### src/design/mexp_pkg.sv
// shared constants, types and command/status structs for the modular exponentiation core
`timescale 1ns / 1ps

package mexp_pkg;

    // operand and result width
    localparam int unsigned DATA_W        = 32;
    // default number of exponent bits walked
    localparam int unsigned EXP_WIDTH_DEF = 32;
    // modulus after reset
    localparam logic [DATA_W-1:0] MODULUS_RESET = 32'd1000000007;

    // which register a reduced product goes back to
    typedef enum logic {
        TGT_ACC,
        TGT_X
    } tgt_t;

    // controller to datapath
    typedef struct packed {
        logic load;          // capture a new input beat
        logic mul;           // register x times (acc or x)
        logic red_start;     // start a reduction
        logic red_src_prod;  // reduce the product, else reduce x
        logic wr_en;         // write the remainder back
        tgt_t tgt;           // product operand and write-back target
        logic shift_e;       // step to the next exponent bit
        logic out_load;      // move acc into the output register
    } dp_cmd_t;

    // datapath to controller
    typedef struct packed {
        logic e_zero;        // exponent fully consumed
        logic e_bit0;        // current exponent bit
        logic e_last;        // no set bits above the current one
        logic red_done;      // remainder ready
    } dp_stat_t;

endpackage

### src/design/mexp_red.sv
// bit-serial remainder unit: 2W-bit dividend reduced by a (W+1)-bit modulus
`timescale 1ns / 1ps

module mexp_red (
    input  logic                                clk,
    input  logic                                rst_n,
    input  logic                                start,
    input  logic [2*mexp_pkg::DATA_W-1:0]       dividend,
    input  logic [mexp_pkg::DATA_W:0]           divisor,
    output logic                                done,
    output logic [mexp_pkg::DATA_W-1:0]         rem
);
    import mexp_pkg::*;

    localparam int unsigned CNT_W = $clog2(DATA_W);
    localparam logic [CNT_W-1:0] CNT_LAST = CNT_W'(DATA_W - 1);

    logic [DATA_W-1:0] rem_reg, rem_next;
    logic [DATA_W-1:0] low_reg, low_next;
    logic [CNT_W-1:0]  cnt_reg, cnt_next;
    logic              busy_reg, busy_next;
    logic              done_reg, done_next;
    logic [DATA_W:0]   trial;
    logic [DATA_W:0]   diff;

    // one restoring step: the high half starts below the divisor, so W steps suffice
    assign trial = {rem_reg, low_reg[DATA_W-1]};
    assign diff  = trial - divisor;

    always_comb
    begin
        rem_next  = rem_reg;
        low_next  = low_reg;
        cnt_next  = cnt_reg;
        busy_next = busy_reg;
        done_next = 1'b0;
        if (start)
        begin
            rem_next  = dividend[2*DATA_W-1:DATA_W];
            low_next  = dividend[DATA_W-1:0];
            cnt_next  = '0;
            busy_next = 1'b1;
        end
        else if (busy_reg)
        begin
            rem_next = (trial >= divisor) ? diff[DATA_W-1:0] : trial[DATA_W-1:0];
            low_next = {low_reg[DATA_W-2:0], 1'b0};
            cnt_next = cnt_reg + 1'b1;
            if (cnt_reg == CNT_LAST)
            begin
                busy_next = 1'b0;
                done_next = 1'b1;
            end
        end
    end

    // control state
    always_ff @(posedge clk or negedge rst_n)
    begin
        if (!rst_n)
        begin
            cnt_reg  <= '0;
            busy_reg <= 1'b0;
            done_reg <= 1'b0;
        end
        else
        begin
            cnt_reg  <= cnt_next;
            busy_reg <= busy_next;
            done_reg <= done_next;
        end
    end

    // partial remainder and dividend shift line
    always_ff @(posedge clk)
    begin
        rem_reg <= rem_next;
        low_reg <= low_next;
    end

    assign done = done_reg;
    assign rem  = rem_reg;

endmodule

### src/design/mexp_dp.sv
// datapath: modulus, accumulator, base, exponent, multiplier and output register
`timescale 1ns / 1ps

module mexp_dp #(
    parameter int unsigned EXP_WIDTH = mexp_pkg::EXP_WIDTH_DEF
) (
    input  logic                          clk,
    input  logic                          rst_n,
    input  logic                          cfg_we,
    input  logic [mexp_pkg::DATA_W-1:0]   cfg_data,
    input  logic [mexp_pkg::DATA_W-1:0]   base,
    input  logic [mexp_pkg::DATA_W-1:0]   exponent,
    input  mexp_pkg::dp_cmd_t             cmd,
    output mexp_pkg::dp_stat_t            stat,
    output logic [mexp_pkg::DATA_W-1:0]   power_result
);
    import mexp_pkg::*;

    logic [DATA_W-1:0]           mod_reg, mod_next;
    logic [DATA_W-1:0]           acc_reg, acc_next;
    logic [DATA_W-1:0]           x_reg, x_next;
    logic [EXP_WIDTH-1:0]        e_reg, e_next;
    logic [2*DATA_W-1:0]         prod_reg, prod_next;
    logic [DATA_W-1:0]           out_reg, out_next;

    logic [EXP_WIDTH+DATA_W-1:0] exp_ext;
    logic [DATA_W-1:0]           mul_b;
    logic [DATA_W:0]             divisor;
    logic [2*DATA_W-1:0]         dividend;
    logic                        red_done;
    logic [DATA_W-1:0]           red_rem;

    // a zero modulus stands for 2^W
    assign divisor = {(mod_reg == '0), mod_reg};

    // exponent cut or zero-extended to the walked width
    assign exp_ext = {{EXP_WIDTH{1'b0}}, exponent};

    // x times acc for a set bit, x times x for the squaring
    assign mul_b    = (cmd.tgt == TGT_ACC) ? acc_reg : x_reg;
    assign dividend = cmd.red_src_prod ? prod_reg : {{DATA_W{1'b0}}, x_reg};

    mexp_red u_red (
        .clk      (clk),
        .rst_n    (rst_n),
        .start    (cmd.red_start),
        .dividend (dividend),
        .divisor  (divisor),
        .done     (red_done),
        .rem      (red_rem)
    );

    // next values
    always_comb
    begin
        mod_next  = cfg_we ? cfg_data : mod_reg;
        acc_next  = acc_reg;
        x_next    = x_reg;
        e_next    = e_reg;
        prod_next = prod_reg;
        out_next  = out_reg;
        if (cmd.load)
        begin
            acc_next = DATA_W'(1);
            x_next   = base;
            e_next   = exp_ext[EXP_WIDTH-1:0];
        end
        if (cmd.wr_en && cmd.tgt == TGT_ACC)
            acc_next = red_rem;
        if (cmd.wr_en && cmd.tgt == TGT_X)
            x_next = red_rem;
        if (cmd.shift_e)
            e_next = e_reg >> 1;
        if (cmd.mul)
            prod_next = {{DATA_W{1'b0}}, x_reg} * {{DATA_W{1'b0}}, mul_b};
        if (cmd.out_load)
            out_next = acc_reg;
    end

    // configuration register
    always_ff @(posedge clk or negedge rst_n)
    begin
        if (!rst_n)
            mod_reg <= MODULUS_RESET;
        else
            mod_reg <= mod_next;
    end

    // working registers
    always_ff @(posedge clk)
    begin
        acc_reg  <= acc_next;
        x_reg    <= x_next;
        e_reg    <= e_next;
        prod_reg <= prod_next;
        out_reg  <= out_next;
    end

    // status to the controller
    assign stat.e_zero   = (e_reg == '0);
    assign stat.e_bit0   = e_reg[0];
    assign stat.e_last   = ((e_reg >> 1) == '0);
    assign stat.red_done = red_done;

    assign power_result = out_reg;

endmodule

### src/design/mexp_ctrl.sv
// controller: sequences square-and-multiply over the exponent bits
`timescale 1ns / 1ps

module mexp_ctrl (
    input  logic                 clk,
    input  logic                 rst_n,
    input  logic                 in_valid,
    output logic                 in_ready,
    output logic                 out_valid,
    input  logic                 out_ready,
    input  mexp_pkg::dp_stat_t   stat,
    output mexp_pkg::dp_cmd_t    cmd
);
    import mexp_pkg::*;

    typedef enum logic [2:0] {
        ST_IDLE,
        ST_CHECK,
        ST_BIT,
        ST_SQ,
        ST_RSTART,
        ST_RWAIT,
        ST_DONE
    } state_t;

    state_t state_reg, state_next;
    tgt_t   tgt_reg, tgt_next;
    logic   out_valid_reg, out_valid_next;

    // next state and commands
    always_comb
    begin
        cmd            = '0;
        cmd.tgt        = tgt_reg;
        state_next     = state_reg;
        tgt_next       = tgt_reg;
        out_valid_next = out_valid_reg & ~out_ready;
        case (state_reg)
            ST_IDLE:
            begin
                if (in_valid)
                begin
                    cmd.load   = 1'b1;
                    state_next = ST_CHECK;
                end
            end
            // zero exponent answers 1, else reduce the base first
            ST_CHECK:
            begin
                if (stat.e_zero)
                    state_next = ST_DONE;
                else
                begin
                    cmd.red_start = 1'b1;
                    cmd.tgt       = TGT_X;
                    tgt_next      = TGT_X;
                    state_next    = ST_RWAIT;
                end
            end
            // set bit: multiply the accumulator by x; clear bit: go straight to the squaring
            ST_BIT:
            begin
                if (stat.e_bit0)
                begin
                    cmd.mul    = 1'b1;
                    cmd.tgt    = TGT_ACC;
                    tgt_next   = TGT_ACC;
                    state_next = ST_RSTART;
                end
                else
                    state_next = ST_SQ;
            end
            // square x unless no set bits remain
            ST_SQ:
            begin
                if (stat.e_last)
                    state_next = ST_DONE;
                else
                begin
                    cmd.mul     = 1'b1;
                    cmd.shift_e = 1'b1;
                    cmd.tgt     = TGT_X;
                    tgt_next    = TGT_X;
                    state_next  = ST_RSTART;
                end
            end
            ST_RSTART:
            begin
                cmd.red_start    = 1'b1;
                cmd.red_src_prod = 1'b1;
                state_next       = ST_RWAIT;
            end
            ST_RWAIT:
            begin
                if (stat.red_done)
                begin
                    cmd.wr_en  = 1'b1;
                    state_next = (tgt_reg == TGT_ACC) ? ST_SQ : ST_BIT;
                end
            end
            // hand the result to the output register once it is free
            ST_DONE:
            begin
                if (!out_valid_reg || out_ready)
                begin
                    cmd.out_load   = 1'b1;
                    out_valid_next = 1'b1;
                    state_next     = ST_IDLE;
                end
            end
            default:
            begin
                state_next = ST_IDLE;
            end
        endcase
    end

    // state and registered outputs
    always_ff @(posedge clk or negedge rst_n)
    begin
        if (!rst_n)
        begin
            state_reg     <= ST_IDLE;
            tgt_reg       <= TGT_ACC;
            out_valid_reg <= 1'b0;
        end
        else
        begin
            state_reg     <= state_next;
            tgt_reg       <= tgt_next;
            out_valid_reg <= out_valid_next;
        end
    end

    assign in_ready  = (state_reg == ST_IDLE);
    assign out_valid = out_valid_reg;

endmodule

### src/design/modular_exponentiation_core.sv
// Sequence: for a zero exponent the input beat goes through the check state straight to the
// output register; otherwise the base is reduced first, and each set exponent bit and each
// squaring then waits on the one 32-step serial remainder unit.
// Throughput: one item at a time; a new beat is taken once the result is in the output register.
// Reset: rst_n clears the controller and loads the modulus with 1000000007.
`timescale 1ns / 1ps

module modular_exponentiation_core #(
    parameter int unsigned EXP_WIDTH = mexp_pkg::EXP_WIDTH_DEF
) (
    input  logic                          clk,
    input  logic                          rst_n,
    input  logic                          cfg_we,
    input  logic [mexp_pkg::DATA_W-1:0]   cfg_data,
    input  logic                          in_valid,
    output logic                          in_ready,
    input  logic [mexp_pkg::DATA_W-1:0]   base,
    input  logic [mexp_pkg::DATA_W-1:0]   exponent,
    output logic                          out_valid,
    input  logic                          out_ready,
    output logic [mexp_pkg::DATA_W-1:0]   power_result
);
    import mexp_pkg::*;

    dp_cmd_t  cmd;
    dp_stat_t stat;

    // sequencer
    mexp_ctrl u_ctrl (
        .clk       (clk),
        .rst_n     (rst_n),
        .in_valid  (in_valid),
        .in_ready  (in_ready),
        .out_valid (out_valid),
        .out_ready (out_ready),
        .stat      (stat),
        .cmd       (cmd)
    );

    // arithmetic
    mexp_dp #(
        .EXP_WIDTH (EXP_WIDTH)
    ) u_dp (
        .clk          (clk),
        .rst_n        (rst_n),
        .cfg_we       (cfg_we),
        .cfg_data     (cfg_data),
        .base         (base),
        .exponent     (exponent),
        .cmd          (cmd),
        .stat         (stat),
        .power_result (power_result)
    );

endmodule

### config.mk
export PLATFORM = sky130hd
export DESIGN_NAME = modular_exponentiation_core
export DESIGN_NICKNAME = d
export VERILOG_FILES = /design/src/design/mexp_pkg.sv /design/src/design/mexp_red.sv /design/src/design/mexp_dp.sv /design/src/design/mexp_ctrl.sv /design/src/design/modular_exponentiation_core.sv
export SDC_FILE = /design/constraint.sdc
export NUM_CORES = 2
export LEC_CHECK = 0
export ABC_AREA = 1
export BUFFER_PORTS_ARGS = -buffer_cell sky130_fd_sc_hd__buf_2
export CAP_MARGIN = 20
export CORE_UTILIZATION = 45
export CTS_CLUSTER_DIAMETER = 30
export DETAILED_ROUTE_END_ITERATION = 8
export GPL_TIMING_DRIVEN = 1
export RECOVER_POWER = 50
export SYNTH_ARGS = -nofsm -noshare
export SYNTH_HDL_FRONTEND = slang
export SYNTH_SLANG_ARGS = --single-unit
export TNS_END_PERCENT = 20
### constraint.sdc
create_clock -name clk -period 6.95 [get_ports clk]
set_input_delay 1.0425 -clock clk [delete_from_list [all_inputs] [get_ports clk]]
set_output_delay 1.0425 -clock clk [all_outputs]
set_load 0.1 [all_outputs]
==> results_dict.tcl <==
set metrics [dict create \
    outcome "finished with violations" \
    violations "capacitance limit, slew limit, setup timing" \
    reg2regPathDepth 37 \
    wl_per_cell_um 24.6 \
    synth_edf_count 255 \
    worst_slack_ps -1250 \
    tightest_slew_ps 2720 \
    port_buffers 134 \
    critPathMostFrequentCell "fa_1" \
    syn_avg_cell_area_sq_um 8.33 \
    hp-class "flop to flop" \
    die-area_sq_um 111000 \
    syn_nets 7240 \
    antenna_left 0 \
    worstSkewPairLatency_ps 640 \
    rows 121 \
    ys_dominant_reg_cell "edfxtp_1" \
    finClkSkew_ps 32.4 \
    largest_register_ffs 64 \
    die_height_um 334 \
    finalHoldViolations 0 \
    crit_type "flop to flop" \
    required_ps 7330 \
    grt_antenna_before_repair 2 \
    final_cell_mix "1266 x inv_1, 849 x fa_1, 785 x nand2_1" \
    overflow 0 \
    vias_per_cell 5.50 \
    h-tree-depth 2 \
    nNetsFinal 7916 \
    final_common_cell "inv_1" \
    grt_pass1_vias 45096 \
    fin_crit_sh 1.18 \
    post-route-drc-count 0 \
    whs_ps 474 \
    cp.arrival_ps 8580 \
    yosysSeqAreaShare 0.178 \
    cts_sinks 300 \
    maxSlewHeadroom -0.814 \
    grt_max_degree 66 \
    start_util 0.454 \
    postCtsHoldBufs 0 \
    slowest_stage "fa_2" \
    setup_violations 54 \
    rsz0062_at_grt "yes" \
    syn_inst 5944 \
    gp_congestion 1.07 \
    fmaxAchievable_mhz 122 \
    cts_root_buf "clkbuf_16" \
    clk_path_buf_depth 3 \
    synthDistinctLibCells 47 \
    path_delay_family "adder cells" \
    fin_crit_ps 8200 \
    ys_warn_count 0 \
    clkSlewWorstSetupHoldPaths_ps 50 \
    worstHoldPathCells 2 \
    ys_ff_latch 300 \
    io_pins 135 \
    syn2layout_area_growth_pct 24.7 \
    drtIter0Drc 4482 \
    worstSetupEndpointType "flop" \
    tns_ps -54240 \
    wl_um 199000 \
    cts_tree "yes" \
    drive_gt1_frac 0.225 \
    cts_buffers 61 \
    drv_slew 110 \
    grt_pass1_wl_um 294000 \
    dp.final_hpwl_um 162000 \
    synthArstFlopShare 0.147 \
    slowest_delay_ps 590 \
    critPathLaunchType "flop" \
    core_sq_um 109000 \
    grt_usage 0.362 \
    synth.cell_area_sq_um 49500 \
    crit_buf_inv 9 \
    cp_num_cells 37 \
    drv_cap 2 \
    cp_max_fo 6 \
    vias 44508 \
    drt_pass1_iterations 6 \
    die_x_um 334 \
]
what timing repair did:
item / 4_1_cts / 5_1_grt
resized for setup: 287 / 272
buffers inserted: 44 / 31
cloned: 5 / 3
endpoints found under the setup margin: 55 / 55
pin swaps: 102 / 136
cells in the mapped netlist (11+ instances only):
| cell type | count | share of area |
|---|---|---|
| nor2_1 | 797 | 0.060 |
| o21ai_0 | 212 | 0.021 |
| dfstp_2 | 16 | 0.0085 |
| buf_4 | 32 | 0.0049 |
| nand3_1 | 615 | 0.062 |
| xor2_1 | 37 | 0.0065 |
| nand2_1 | 869 | 0.066 |
| fa_1 | 897 | 0.36 |
| a21oi_1 | 104 | 0.011 |
| inv_1 | 1322 | 0.10 |
| ha_1 | 298 | 0.075 |
| nand4_1 | 57 | 0.0072 |
| nor3_1 | 19 | 0.0019 |
| dfrtp_1 | 28 | 0.014 |
| nand3b_1 | 11 | 0.0017 |
| buf_2 | 98 | 0.0099 |
| clkbuf_1 | 137 | 0.010 |
| edfxtp_1 | 255 | 0.15 |
| nand2_2 | 30 | 0.0038 |
| xnor2_1 | 20 | 0.0035 |
stage by stage:
step                      instances  utilization  worst slack (ps)  area, sq um
after global routing           8086        0.567             -1480        61800
after CTS                      8052        0.555             -1140        60600
final                          8087        0.567             -1250        61800
after detailed placement       7888        0.522             -1550        56800
after global placement         7888        0.522             -1520        56800
after floorplan                5944            -              -196        50100
cell type report:
class,instances,area (sq um)
antenna,1,2.50
clock buffer,69,1600
multi-input combinational,4043,36600
clock inverter,46,544
inverter,1334,5010
sequential,300,8800
timing repair buffer,880,7410
tap,1414,1770
fill,10070,47200
worst paths after layout:
check	slack, ps	to	start
max	-1250	u_dp.prod_reg[60]	u_dp.e_reg[30]
max reg2reg	-1250	u_dp.prod_reg[60]	u_dp.e_reg[30]
min reg2reg	470	u_dp.e_reg[31]	u_dp.e_reg[31]
max in group asynchronous	4000	u_dp.u_red.cnt_reg[2]	rst_n
min	470	u_dp.e_reg[31]	u_dp.e_reg[31]
min in group asynchronous	1380	u_dp.mod_reg[31]	rst_n
cells by family after synthesis:
family                     share of synthesized area
and+or+nand+nor                                0.211
buffers and inverters                          0.127
adders and majority gates                      0.438
AOI/OAI and AO/OA                             0.0366
DFF                                            0.178
xor gates and xnor gates                      0.0101
worst register-to-register path: cells and delay by family, from the launching register on:
kind / cells / cell delay, ps
adders and majority gates: 9 / 4320
DFF: 1 / 370
and+or+nand+nor: 16 / 1830
buffers and inverters: 9 / 880
AOI/OAI and AO/OA: 3 / 580
layer usage:
metal	global-route usage	share of wire	up-vias	routed length [um]
li1	-	-	19436	-
met1	0.482	0.39	21990	76900
met2	0.548	0.43	2508	85400
met3	0.0810	0.11	572	21900
met4	0.203	0.074	2	14700
met5	0	0.000065	-	13
Power is left out: the tool's default activity adds up to more than one toggle a clock period on the data nets, which glitch-free logic cannot reach.
